<file path="src/rtl/hough_line_vote_accumulator_top_macros.svh">
// Assertion macros for the Hough line vote accumulator.
// Used by the top level; no other dependencies.
`ifndef HOUGH_LINE_VOTE_ACCUMULATOR_TOP_MACROS_SVH
`define HOUGH_LINE_VOTE_ACCUMULATOR_TOP_MACROS_SVH
`ifndef SYNTH
`define HLVA_ASSERT_NOW(lbl, ante, cons, msg) \
   lbl: assert property (@(posedge clock) disable iff (reset) (ante) |-> (cons)) \
      else $error(msg);
`define HLVA_ASSERT_NEXT(lbl, ante, cons, msg) \
   lbl: assert property (@(posedge clock) disable iff (reset) (ante) |=> (cons)) \
      else $error(msg);
`else
`define HLVA_ASSERT_NOW(lbl, ante, cons, msg)
`define HLVA_ASSERT_NEXT(lbl, ante, cons, msg)
`endif
`endif

</file>
<file path="src/rtl/hlva_pkg.sv">
// Package for the Hough line vote accumulator: constants, codes, types, trig table.
// No dependencies.
package hlva_pkg;

   localparam int MAX_DIM  = 512;
   localparam int RHO_ROWS = 2048;
   localparam int ANGLES   = 180;
   localparam int QUARTER  = 90;
   localparam int Q_FRAC   = 14;
   localparam int ROW_W    = $clog2(RHO_ROWS);
   localparam int ANG_W    = 8;
   localparam int CNT_W    = 8;
   localparam int OFS_W    = 10;
   localparam int CSR_IW   = 4;
   localparam int CSR_DW   = 10;
   localparam logic [CNT_W-1:0] CNT_MAX       = 8'd255;
   localparam logic [CNT_W-1:0] THRESHOLD_RST = 8'd200;
   localparam logic [OFS_W-1:0] OFFSET_RST    = 10'd724;
   localparam logic [CSR_IW-1:0] CSR_THRESHOLD = 4'd0;
   localparam logic [CSR_IW-1:0] CSR_OFFSET    = 4'd1;

   typedef enum logic [1:0] {
      OP_CLEAR = 2'd0,
      OP_VOTE  = 2'd1,
      OP_READ  = 2'd2,
      OP_NONE  = 2'd3
   } opcode_type;

   typedef enum logic [1:0] {
      ST_CLEAR,
      ST_IDLE,
      ST_RUN,
      ST_DELIVER
   } state_type;

   typedef struct packed {
      logic             valid;
      logic             is_read;
      logic [8:0]       x;
      logic [8:0]       y;
      logic [10:0]      rho_idx;
      logic [7:0]       angle;
      logic [CNT_W-1:0] count;
      logic             found;
   } tok_type;

   typedef struct packed {
      logic             hit;
      logic [CNT_W-1:0] data;
   } rd_type;

   typedef struct packed {
      logic             en;
      logic [ROW_W-1:0] addr;
   } clr_type;

   localparam logic [14:0] SIN_TAB [91] = '{
      15'd0, 15'd286, 15'd572, 15'd857, 15'd1143, 15'd1428, 15'd1713, 15'd1997,
      15'd2280, 15'd2563, 15'd2845, 15'd3126, 15'd3406, 15'd3686, 15'd3964, 15'd4240,
      15'd4516, 15'd4790, 15'd5063, 15'd5334, 15'd5604, 15'd5872, 15'd6138, 15'd6402,
      15'd6664, 15'd6924, 15'd7182, 15'd7438, 15'd7692, 15'd7943, 15'd8192, 15'd8438,
      15'd8682, 15'd8923, 15'd9162, 15'd9397, 15'd9630, 15'd9860, 15'd10087, 15'd10311,
      15'd10531, 15'd10749, 15'd10963, 15'd11174, 15'd11381, 15'd11585, 15'd11786,
      15'd11982, 15'd12176, 15'd12365, 15'd12551, 15'd12733, 15'd12911, 15'd13085,
      15'd13255, 15'd13421, 15'd13583, 15'd13741, 15'd13894, 15'd14044, 15'd14189,
      15'd14330, 15'd14466, 15'd14598, 15'd14726, 15'd14849, 15'd14968, 15'd15082,
      15'd15191, 15'd15296, 15'd15396, 15'd15491, 15'd15582, 15'd15668, 15'd15749,
      15'd15826, 15'd15897, 15'd15964, 15'd16026, 15'd16083, 15'd16135, 15'd16182,
      15'd16225, 15'd16262, 15'd16294, 15'd16322, 15'd16344, 15'd16362, 15'd16374,
      15'd16382, 15'd16384
   };

   // cos(t-90) = sin(t)
   function automatic logic signed [15:0] cos_term(input logic [ANG_W-1:0] t);
      logic [ANG_W-1:0] k;
      k = (t <= ANG_W'(QUARTER)) ? t : ANG_W'(ANGLES) - t;
      return $signed({1'b0, SIN_TAB[k[6:0]]});
   endfunction

   // sin(t-90) = -cos(t)
   function automatic logic signed [15:0] sin_term(input logic [ANG_W-1:0] t);
      logic [ANG_W-1:0] k;
      logic signed [15:0] v;
      k = (t <= ANG_W'(QUARTER)) ? ANG_W'(QUARTER) - t : t - ANG_W'(QUARTER);
      v = $signed({1'b0, SIN_TAB[k[6:0]]});
      return (t <= ANG_W'(QUARTER)) ? -v : v;
   endfunction

endpackage

</file>
<file path="src/rtl/hlva_if.sv">
// Handshake channel interfaces for the Hough line vote accumulator.
// Depends on hlva_pkg.
interface hlva_req_if;
   logic        valid;
   logic        ready;
   logic [1:0]  opcode;
   logic [8:0]  pixel_row;
   logic [8:0]  pixel_col;
   logic [10:0] rho_index;
   logic [7:0]  angle_index;
   modport source (output valid, opcode, pixel_row, pixel_col, rho_index, angle_index,
                   input ready);
   modport sink (input valid, opcode, pixel_row, pixel_col, rho_index, angle_index,
                 output ready);
endinterface

interface hlva_rsp_if;
   logic       valid;
   logic       ready;
   logic [7:0] vote_count;
   logic       is_line;
   modport source (output valid, vote_count, is_line, input ready);
   modport sink (input valid, vote_count, is_line, output ready);
endinterface

interface hlva_csr_if;
   logic                          valid;
   logic                          ready;
   logic [hlva_pkg::CSR_IW-1:0]   index;
   logic [hlva_pkg::CSR_DW-1:0]   data;
   modport source (output valid, index, data, input ready);
   modport sink (input valid, index, data, output ready);
endinterface

</file>
<file path="src/rtl/hlva_ctrl.sv">
// Sequencer: item intake, clearing pass, register file, result register.
// Depends on hlva_pkg and hlva_if.
module hlva_ctrl (
   input  logic                          clock,
   input  logic                          reset,
   hlva_req_if.sink                      req,
   hlva_rsp_if.source                    rsp,
   hlva_csr_if.sink                      csr,
   output hlva_pkg::tok_type             tok_head,
   input  hlva_pkg::tok_type             tok_exit,
   input  hlva_pkg::rd_type              rd_exit,
   output hlva_pkg::clr_type             clr,
   output logic [hlva_pkg::OFS_W-1:0]    rho_offset
);
   hlva_pkg::state_type state_ff, state_in;
   logic [hlva_pkg::ROW_W-1:0] clr_cnt_ff, clr_cnt_in;
   hlva_pkg::tok_type exit_ff;
   logic [hlva_pkg::CNT_W-1:0] thr_ff;
   logic [hlva_pkg::OFS_W-1:0] ofs_ff;
   logic [hlva_pkg::CNT_W-1:0] pend_count_ff, pend_count_in;
   logic pend_line_ff, pend_line_in;
   logic rsp_valid_ff, rsp_valid_in;
   logic [hlva_pkg::CNT_W-1:0] rsp_count_ff;
   logic rsp_line_ff;
   logic accept;
   logic load_rsp;
   logic clr_last;
   logic [hlva_pkg::CNT_W-1:0] exit_count;
   logic exit_found;
   hlva_pkg::opcode_type op;

   assign op       = hlva_pkg::opcode_type'(req.opcode);
   assign accept   = req.valid && req.ready;
   assign clr_last = (clr_cnt_ff == hlva_pkg::ROW_W'(hlva_pkg::RHO_ROWS - 1));
   assign csr.ready = 1'b1;
   assign rho_offset = ofs_ff;

   always_comb begin
      exit_count = rd_exit.hit ? rd_exit.data : exit_ff.count;
      exit_found = rd_exit.hit || exit_ff.found;
   end

   always_comb begin
      state_in = state_ff;
      unique case (state_ff)
         hlva_pkg::ST_CLEAR: begin
            if (clr_last) state_in = hlva_pkg::ST_IDLE;
         end
         hlva_pkg::ST_IDLE: begin
            if (accept) begin
               unique case (op)
                  hlva_pkg::OP_CLEAR: state_in = hlva_pkg::ST_CLEAR;
                  hlva_pkg::OP_VOTE,
                  hlva_pkg::OP_READ:  state_in = hlva_pkg::ST_RUN;
                  hlva_pkg::OP_NONE:  state_in = hlva_pkg::ST_IDLE;
               endcase
            end
         end
         hlva_pkg::ST_RUN: begin
            if (exit_ff.valid) begin
               state_in = exit_ff.is_read ? hlva_pkg::ST_DELIVER : hlva_pkg::ST_IDLE;
            end
         end
         hlva_pkg::ST_DELIVER: begin
            if (!rsp_valid_ff || rsp.ready) state_in = hlva_pkg::ST_IDLE;
         end
      endcase
   end

   always_comb begin
      req.ready     = (state_ff == hlva_pkg::ST_IDLE);
      clr.en        = (state_ff == hlva_pkg::ST_CLEAR);
      clr.addr      = clr_cnt_ff;
      clr_cnt_in    = (state_ff == hlva_pkg::ST_CLEAR) ? clr_cnt_ff + 1'b1 : '0;
      load_rsp      = (state_ff == hlva_pkg::ST_DELIVER) && (!rsp_valid_ff || rsp.ready);
      pend_count_in = pend_count_ff;
      pend_line_in  = pend_line_ff;
      if ((state_ff == hlva_pkg::ST_RUN) && exit_ff.valid) begin
         pend_count_in = exit_count;
         pend_line_in  = exit_found && (exit_count >= thr_ff);
      end
      rsp_valid_in = load_rsp || (rsp_valid_ff && !rsp.ready);
      tok_head.valid   = accept && ((op == hlva_pkg::OP_VOTE) || (op == hlva_pkg::OP_READ));
      tok_head.is_read = (op == hlva_pkg::OP_READ);
      tok_head.x       = req.pixel_row;
      tok_head.y       = req.pixel_col;
      tok_head.rho_idx = req.rho_index;
      tok_head.angle   = req.angle_index;
      tok_head.count   = '0;
      tok_head.found   = 1'b0;
   end

   always_ff @(posedge clock) begin
      if (reset) begin
         state_ff      <= hlva_pkg::ST_CLEAR;
         clr_cnt_ff    <= '0;
         exit_ff.valid <= 1'b0;
         rsp_valid_ff  <= 1'b0;
         thr_ff        <= hlva_pkg::THRESHOLD_RST;
         ofs_ff        <= hlva_pkg::OFFSET_RST;
      end else begin
         state_ff     <= state_in;
         clr_cnt_ff   <= clr_cnt_in;
         exit_ff      <= tok_exit;
         rsp_valid_ff <= rsp_valid_in;
         if (csr.valid && (csr.index == hlva_pkg::CSR_THRESHOLD)) begin
            thr_ff <= csr.data[hlva_pkg::CNT_W-1:0];
         end
         if (csr.valid && (csr.index == hlva_pkg::CSR_OFFSET)) begin
            ofs_ff <= csr.data[hlva_pkg::OFS_W-1:0];
         end
      end
   end

   always_ff @(posedge clock) begin
      pend_count_ff <= pend_count_in;
      pend_line_ff  <= pend_line_in;
      if (load_rsp) begin
         rsp_count_ff <= pend_count_ff;
         rsp_line_ff  <= pend_line_ff;
      end
   end

   assign rsp.valid      = rsp_valid_ff;
   assign rsp.vote_count = rsp_count_ff;
   assign rsp.is_line    = rsp_line_ff;
endmodule

</file>
<file path="src/flat_wrapper.sv">
// flat-port wrapper written by rule: the top's interface ports become plain ports
module hlva_ctrl_flat 
  (clock, reset, tok_head, tok_exit, rd_exit, clr, rho_offset, req_valid, req_opcode, req_pixel_row, req_pixel_col, req_rho_index, req_angle_index, req_ready, rsp_valid, rsp_vote_count, rsp_is_line, rsp_ready, csr_valid, csr_index, csr_data, csr_ready);
  hlva_req_if req_i ();
  hlva_rsp_if rsp_i ();
  hlva_csr_if csr_i ();
  input  logic clock;
  input  logic reset;
  output hlva_pkg::tok_type tok_head;
  input  hlva_pkg::tok_type tok_exit;
  input  hlva_pkg::rd_type rd_exit;
  output hlva_pkg::clr_type clr;
  output logic [hlva_pkg::OFS_W-1:0] rho_offset;
  input wire logic [$bits(req_i.valid)-1:0] req_valid;
  input wire logic [$bits(req_i.opcode)-1:0] req_opcode;
  input wire logic [$bits(req_i.pixel_row)-1:0] req_pixel_row;
  input wire logic [$bits(req_i.pixel_col)-1:0] req_pixel_col;
  input wire logic [$bits(req_i.rho_index)-1:0] req_rho_index;
  input wire logic [$bits(req_i.angle_index)-1:0] req_angle_index;
  output wire logic [$bits(req_i.ready)-1:0] req_ready;
  output wire logic [$bits(rsp_i.valid)-1:0] rsp_valid;
  output wire logic [$bits(rsp_i.vote_count)-1:0] rsp_vote_count;
  output wire logic [$bits(rsp_i.is_line)-1:0] rsp_is_line;
  input wire logic [$bits(rsp_i.ready)-1:0] rsp_ready;
  input wire logic [$bits(csr_i.valid)-1:0] csr_valid;
  input wire logic [$bits(csr_i.index)-1:0] csr_index;
  input wire logic [$bits(csr_i.data)-1:0] csr_data;
  output wire logic [$bits(csr_i.ready)-1:0] csr_ready;
  assign req_i.valid = req_valid;
  assign req_i.opcode = req_opcode;
  assign req_i.pixel_row = req_pixel_row;
  assign req_i.pixel_col = req_pixel_col;
  assign req_i.rho_index = req_rho_index;
  assign req_i.angle_index = req_angle_index;
  assign req_ready = req_i.ready;
  assign rsp_valid = rsp_i.valid;
  assign rsp_vote_count = rsp_i.vote_count;
  assign rsp_is_line = rsp_i.is_line;
  assign rsp_i.ready = rsp_ready;
  assign csr_i.valid = csr_valid;
  assign csr_i.index = csr_index;
  assign csr_i.data = csr_data;
  assign csr_ready = csr_i.ready;
  hlva_ctrl u_core (.clock(clock), .reset(reset), .req(req_i), .rsp(rsp_i), .csr(csr_i), .tok_head(tok_head), .tok_exit(tok_exit), .rd_exit(rd_exit), .clr(clr), .rho_offset(rho_offset));
endmodule
</file>
<file path="config.mk">
export PLATFORM = sky130hd
export DESIGN_NAME = hlva_ctrl_flat
export DESIGN_NICKNAME = d
export VERILOG_FILES = /design/src/rtl/hough_line_vote_accumulator_top_macros.svh /design/src/rtl/hlva_pkg.sv /design/src/rtl/hlva_if.sv /design/src/rtl/hlva_ctrl.sv /design/src/flat_wrapper.sv
export SDC_FILE = /design/constraint.sdc
export NUM_CORES = 1
export LEC_CHECK = 0
export ABC_AREA = 1
export BUFFER_PORTS_ARGS = -buffer_cell sky130_fd_sc_hd__buf_2
export CORE_MARGIN = 5
export CORE_UTILIZATION = 38
export CTS_CLUSTER_SIZE = 12
export DETAILED_ROUTE_END_ITERATION = 12
export PLACE_DENSITY = 0.84
export SYNTH_ARGS = -nofsm -noshare
export SYNTH_HDL_FRONTEND = slang
export SYNTH_SLANG_ARGS = --single-unit
</file>
<file path="constraint.sdc">
create_clock -name clock -period 1.5 [get_ports clock]
set_input_delay 0.225 -clock clock [delete_from_list [all_inputs] [get_ports clock]]
set_output_delay 0.225 -clock clock [all_outputs]
set_load 0.02 [all_outputs]
</file>
==> metrics.yaml, run 1 <==
gp_congestion: 0.824
finalSetupViolCount: 0
ys_seq_elements: 61
die_area_um2: 9610
r2r_start: "u_core.exit_ff[8]"
die_w_um: 98.1
synthCells: 324
drive_gt1_share_pct: 35.3
final_cell_area_um2: 3510
ir_drop_v: 0.000787
clock_power_share_pct: 44.4
placed_area_um2: 3170
synthArstFlopShare_pct: 0
synthDistinctLibCells: 26
wl_um: 6000
placedCellCount: 466
area_growth_syn_to_layout_pct: 19.3
multi_input_area_um2: 1080
min_to: "u_core.exit_ff[7]"
seqCellArea_um2: 1500
drtIter0Drc: 50
path_max_fanout: 2
power_density_nw_per_um2: 1080
cts.sinks: 61
avgSynthCellArea_um2: 9.09
power.internal_mw: 3.00
grt_use_total_pct: 12.4
rows: 32
worstPathArrival_ns: 1.53
worstHoldStart: "tok_exit[7]"
hp-class: "in -> reg"
timing.rr.end: "u_core.pend_line_ff"
crit_type: "reg -> reg"
max_clock_freq_mhz: 695
combPwrFrac_pct: 8.2
cp.required_ns: 1.59
period_needed_ns: 1.44
coreArea_um2: 7650
ant_nets: 0
grt_pass1_wl_um: 9470
cts_hold_buf: 0
hold_depth: 1
drc: 0
num_antenna_cells: 0
p_seq_share_pct: 47.4
path_clk_slew_ns: 0.06
slew_violations: 0
syn_area_um2: 2950
reg2reg_slack_ns: 0.06
swShare_pct: 20.7
synth_warnings: 0
antenna_found_initial: 0
p_switching_mw: 0.784
dr.pass1.iters: 4
die_y_um: 98.1
synth_edf_count: 28
r2r_cells: 8
cts_buffer_depth: 2
grt-ovfl-total: 0
num-fill-cells: 710
final_cell_mix: "buf_2 (74), nand2_1 (66), dfxtp_1 (31)"
endpoint_kind: "flop"
hpwlAfterDp_um: 4720
numCtsBuffers: 9
synth_ff_type: "dfxtp_1"
cts_setup_buffers: 0
routed_via_density: 4.48
cts_tree: "yes"
drv_cap: 0
instances_no_fill: 482
post-route-period-util_pct: 95.9
tns_ns: 0
io_pins: 197
initial_core_util_pct: 38.5
grt_max_degree: 12
startpoint_type: "flop"
dr_total_vias: 2161
fin_nets: 505
grt_pass1_vias: 2132
fin_skew_ns: 0.00582
htree_levels: 3
rsz0062_at_grt: "yes"
cts.root.buffer_cell: "clkbuf_8"
layout_commonest_cell: "buf_2"
status: "finished clean"
wl_per_cell_um: 12.4
p_leak_nw: 1.57
hold_viol_final: 0
clock_latency_ns: 0.33
io_buffers: 75
ys_seq_area_share_pct: 51.0
## worst max-delay path, cell delays in order, from the launching register on
cell and delay, ns:
edfxtp_1 0.35, nand2_1 0.08, nand2_1 0.10, ha_4 0.24, a21oi_1 0.14, o21a_1 0.13, nand3_1 0.07, nand2_1 0.06
inv_1 0.03
## layout make-up
class,instances,area share [%]
sequential,61,42.8
clock inverter,5,2.81
clock buffer,11,3.74
multi-input combinational,183,30.6
timing repair buffer,83,12.5
inverter,37,3.95
tap,102,3.63
## power groups by stage
| stage | Clock, mW | Sequential (mW) | Combinational, mW |
|---|---|---|---|
| after floorplan | 0 | 1.84 | 0.311 |
| after CTS | 1.72 | 1.80 | 0.276 |
| after global routing | 1.81 | 1.80 | 0.351 |
| after global placement | 0 | 1.83 | 0.264 |
| after detailed placement | 0 | 1.83 | 0.275 |
| final | 1.68 | 1.80 | 0.309 |
## through the flow
step	hold slack (ns)	setup slack, ns	util [%]	power, mW
2_1_floorplan	0.324	0.0454	-	2.15
3_3_place_gp	0.404	-0.135	41.4	2.09
3_5_place_dp	0.405	-0.166	41.4	2.11
4_1_cts	0.0479	0.000888	44.7	3.79
5_1_grt	0.0487	-0.0673	46.0	3.96
6_report	0.0706	0.0620	46.0	3.79
## layer usage
metal	track usage, %	wire (um)
met3	4.86	478
met4	6.28	88
met2	21.0	3050
met5	0	0
met1	13.4	2380
## flip-flops by register name, indices dropped and copies added, names as in the netlist
signal	cells
u_core.thr_ff	8
u_core.rsp.is_line	1
u_core.rsp.vote_count	8
u_core.exit_ff	11
u_core.pend_count_ff	8
u_core.state_ff	2
u_core.pend_line_ff	1
u_core.rho_offset	10
u_core.clr_cnt_ff	11
u_core.rsp.valid	1
## cells by family after synthesis
kind of cell             count (synthesis)  share of synthesized area (%)
adder cells (fa/ha/maj)                 15                           6.37
AO/OA/AOI/OAI                           44                           7.73
other                                    2                          0.255
XOR/XNOR                                 1                          0.297
AND/OR/NAND/NOR                        113                           17.1
buffers and inverters                   88                           17.3
flip-flops                              61                           51.0
## synth_stat cells, types with 2 or more instances
cell | instances | area (um2)
o21ai_0 | 11 | 55.1
buf_2 | 3 | 15.0
o21a_1 | 2 | 15.0
clkinv_1 | 2 | 7.51
nand2_1 | 72 | 270
ha_1 | 15 | 188
nand4_1 | 3 | 18.8
nand3_2 | 3 | 30.0
dfxtp_1 | 33 | 661
edfxtp_1 | 28 | 841
nand3_1 | 8 | 40.0
nand2_2 | 4 | 25.0
buf_4 | 47 | 353
inv_1 | 29 | 109
nor2_2 | 2 | 12.5
conb_1 | 2 | 7.51
nor2_4 | 3 | 33.8
a21oi_1 | 28 | 140
o21ai_1 | 2 | 10.0
inv_2 | 6 | 22.5
nor2_1 | 16 | 60.1
## worst max-delay path by stage
| stage | start | endpoint | slack [ns] | depth (start not counted) |
|---|---|---|---|---|
| floorplan | rd_exit[8] | u_core.pend_line_ff | 0.05 | 10 |
| CTS | u_core.state_ff[1] | tok_head[47] | 0.0009 | 5 |
| finish | u_core.exit_ff[8] | u_core.pend_line_ff | 0.06 | 8 |
| detailed placement | rd_exit[8] | u_core.pend_line_ff | -0.17 | 12 |
| global route | u_core.exit_ff[6] | u_core.pend_line_ff | -0.07 | 8 |
| global placement | rd_exit[8] | u_core.pend_line_ff | -0.14 | 10 |
## what timing repair did
| item | 4_1_cts | 5_1_grt |
|---|---|---|
| setup endpoints to repair | 2 | 4 |
| resized for setup | 5 | 16 |
| gates cloned | 0 | 0 |
| pin swaps | 2 | 9 |
| hold endpoints to repair | 0 | 0 |
Power figures use the tool's default switching activity.
==> run 2: changes to the inputs <==
--- a/config.mk
+++ b/config.mk
@@ -11,7 +11,7 @@
 export CORE_UTILIZATION = 38
 export CTS_CLUSTER_SIZE = 12
 export DETAILED_ROUTE_END_ITERATION = 12
-export PLACE_DENSITY = 0.84
+export PLACE_DENSITY = 0.79
 export SYNTH_ARGS = -nofsm -noshare
 export SYNTH_HDL_FRONTEND = slang
 export SYNTH_SLANG_ARGS = --single-unit
==> run 2 against run 1 <==
Net effect:
- sequential power hardly changed
- critical path depth stayed put
- global-route usage is 0.50 points lower
- worst setup slack better by 0.0018 ns
- die area stayed put
- clock-buffer cell count is 1 higher
- maximum frequency is 0.12% higher
- largest cell class unchanged
==> metrics.yaml, run 2 (same netlist as run 1, synthesis figures left out) <==
crit_type: "reg -> reg"
drtIter0Drc: 67
antenna_found_initial: 0
grt_use_total_pct: 11.9
combPwrFrac_pct: 9.0
post-route-period-util_pct: 95.7
dr_total_vias: 2160
fin_skew_ns: 0.00892
power.internal_mw: 2.78
hp-class: "in -> reg"
worstHoldStart: "tok_exit[1]"
htree_levels: 3
rsz0062_at_grt: "yes"
hold_viol_final: 0
coreArea_um2: 7650
io_pins: 197
wl_um: 5760
die_area_um2: 9610
r2r_start: "u_core.exit_ff[8]"
wl_per_cell_um: 11.9
clock_power_share_pct: 40.9
area_growth_syn_to_layout_pct: 19.3
placed_area_um2: 3180
drc: 0
endpoint_kind: "flop"
routed_via_density: 4.44
dr.pass1.iters: 4
p_leak_nw: 1.58
worstPathArrival_ns: 1.52
cts_tree: "yes"
p_switching_mw: 0.801
drv_cap: 0
top_layer_used: "met4"
rows: 32
max_clock_freq_mhz: 696
wl_met3_um: 598
cts_buffer_depth: 2
seqCellArea_um2: 1510
gp_congestion: 0.723
grt_pass1_wl_um: 9360
grt-ovfl-total: 0
path_clk_slew_ns: 0.07
cts.root.buffer_cell: "clkbuf_8"
dp_slack_ns: -0.165
tns_ns: 0
drive_gt1_share_pct: 37.2
setup_slack_ns: 0.0638
slew_violations: 0
cts.sinks: 61
hpwlAfterDp_um: 4520
final_cell_mix: "buf_2 (74), nand2_1 (64), dfxtp_1 (31)"
cp.required_ns: 1.58
fin_nets: 509
die_w_um: 98.1
grt_max_degree: 20
io_buffers: 75
ant_nets: 0
die_y_um: 98.1
layout_commonest_cell: "buf_2"
numCtsBuffers: 9
num-fill-cells: 731
path_max_fanout: 2
initial_core_util_pct: 38.5
num_antenna_cells: 0
grt_pass1_vias: 2107
final_cell_area_um2: 3510
ir_drop_v: 0.000443
startpoint_type: "flop"
wl_met2_um: 2730
swShare_pct: 22.4
power_density_nw_per_um2: 1020
multi_input_area_um2: 1070
startpoint: "u_core.exit_ff[8]"
clock_latency_ns: 0.33
status: "finished clean"
wl_met1_um: 2340
finalSetupViolCount: 0
period_needed_ns: 1.44
p_seq_share_pct: 50.1
## run 2: changes by cell type in the layout (fill, tap and decap cells not counted), moves of 2 or more
cell,delta
inv_1,-2
nand2_1,-2
clkinv_2,+2
buf_4,+4
bufinv_16,-2
nand2_2,+2
inv_2,+2
## run 2: power groups by stage
| stage | sequential [mW] | combinational (mW) | clock (mW) |
|---|---|---|---|
| 6_report | 1.79 | 0.323 | 1.46 |
| 5_1_grt | 1.80 | 0.368 | 1.59 |
| 4_1_cts | 1.79 | 0.286 | 1.52 |
| 3_5_place_dp | 1.83 | 0.281 | 0 |
| 3_3_place_gp | 1.83 | 0.274 | 0 |
| 2_1_floorplan | 1.84 | 0.311 | 0 |
## run 2: final timing paths
path                                             to  slack, ns  cells after the start
worst max-delay path            u_core.pend_line_ff       0.06                      8
worst min-delay path              u_core.exit_ff[1]       0.07                      1
worst max register to register  u_core.pend_line_ff       0.06                      8
worst min register to register   u_core.rsp.is_line       0.41                      0
## run 2: timing repair
item | CTS | global route
setup endpoints to repair | 2 | 4
buffers inserted | 0 | 2
pin swaps | 3 | 12
resized for setup | 7 | 19
hold buffers | 0 | 0
## run 2: per-stage QoR
step                      hold WS (ns)  instances  util, %  power, mW
final                           0.0706        486     46.0       3.58
after CTS                       0.0478        484     44.7       3.60
after global routing            0.0435        486     46.0       3.75
after global placement           0.405        468     41.6       2.10
after detailed placement         0.405        468     41.6       2.11
after floorplan                  0.324        332        -       2.15
## run 2: area by class of cell
| type | instances | area share [%] |
|---|---|---|
| flip-flops and latches | 61 | 42.9 |
| multi-input cells | 183 | 30.5 |
| repair buffers | 87 | 13.3 |
| clock buffers | 12 | 4.45 |
| inverters | 37 | 3.95 |
| well taps | 102 | 3.63 |
| clock inverters | 4 | 1.28 |
## run 2: critical path: stages, from the launching register on
cell and delay (ns):
edfxtp_1 0.37, nand2_1 0.07, nand2_1 0.10, ha_4 0.26
a21oi_2 0.10, o21a_1 0.13, nand3_1 0.07, nand2_1 0.07
inv_1 0.04
## run 2: per-layer routing
metal | up-vias | track usage, %
met5 | - | 0
met3 | 15 | 5.00
met1 | 954 | 13.4
met4 | 0 | 5.75
li1 | 1092 | -
met2 | 99 | 19.5
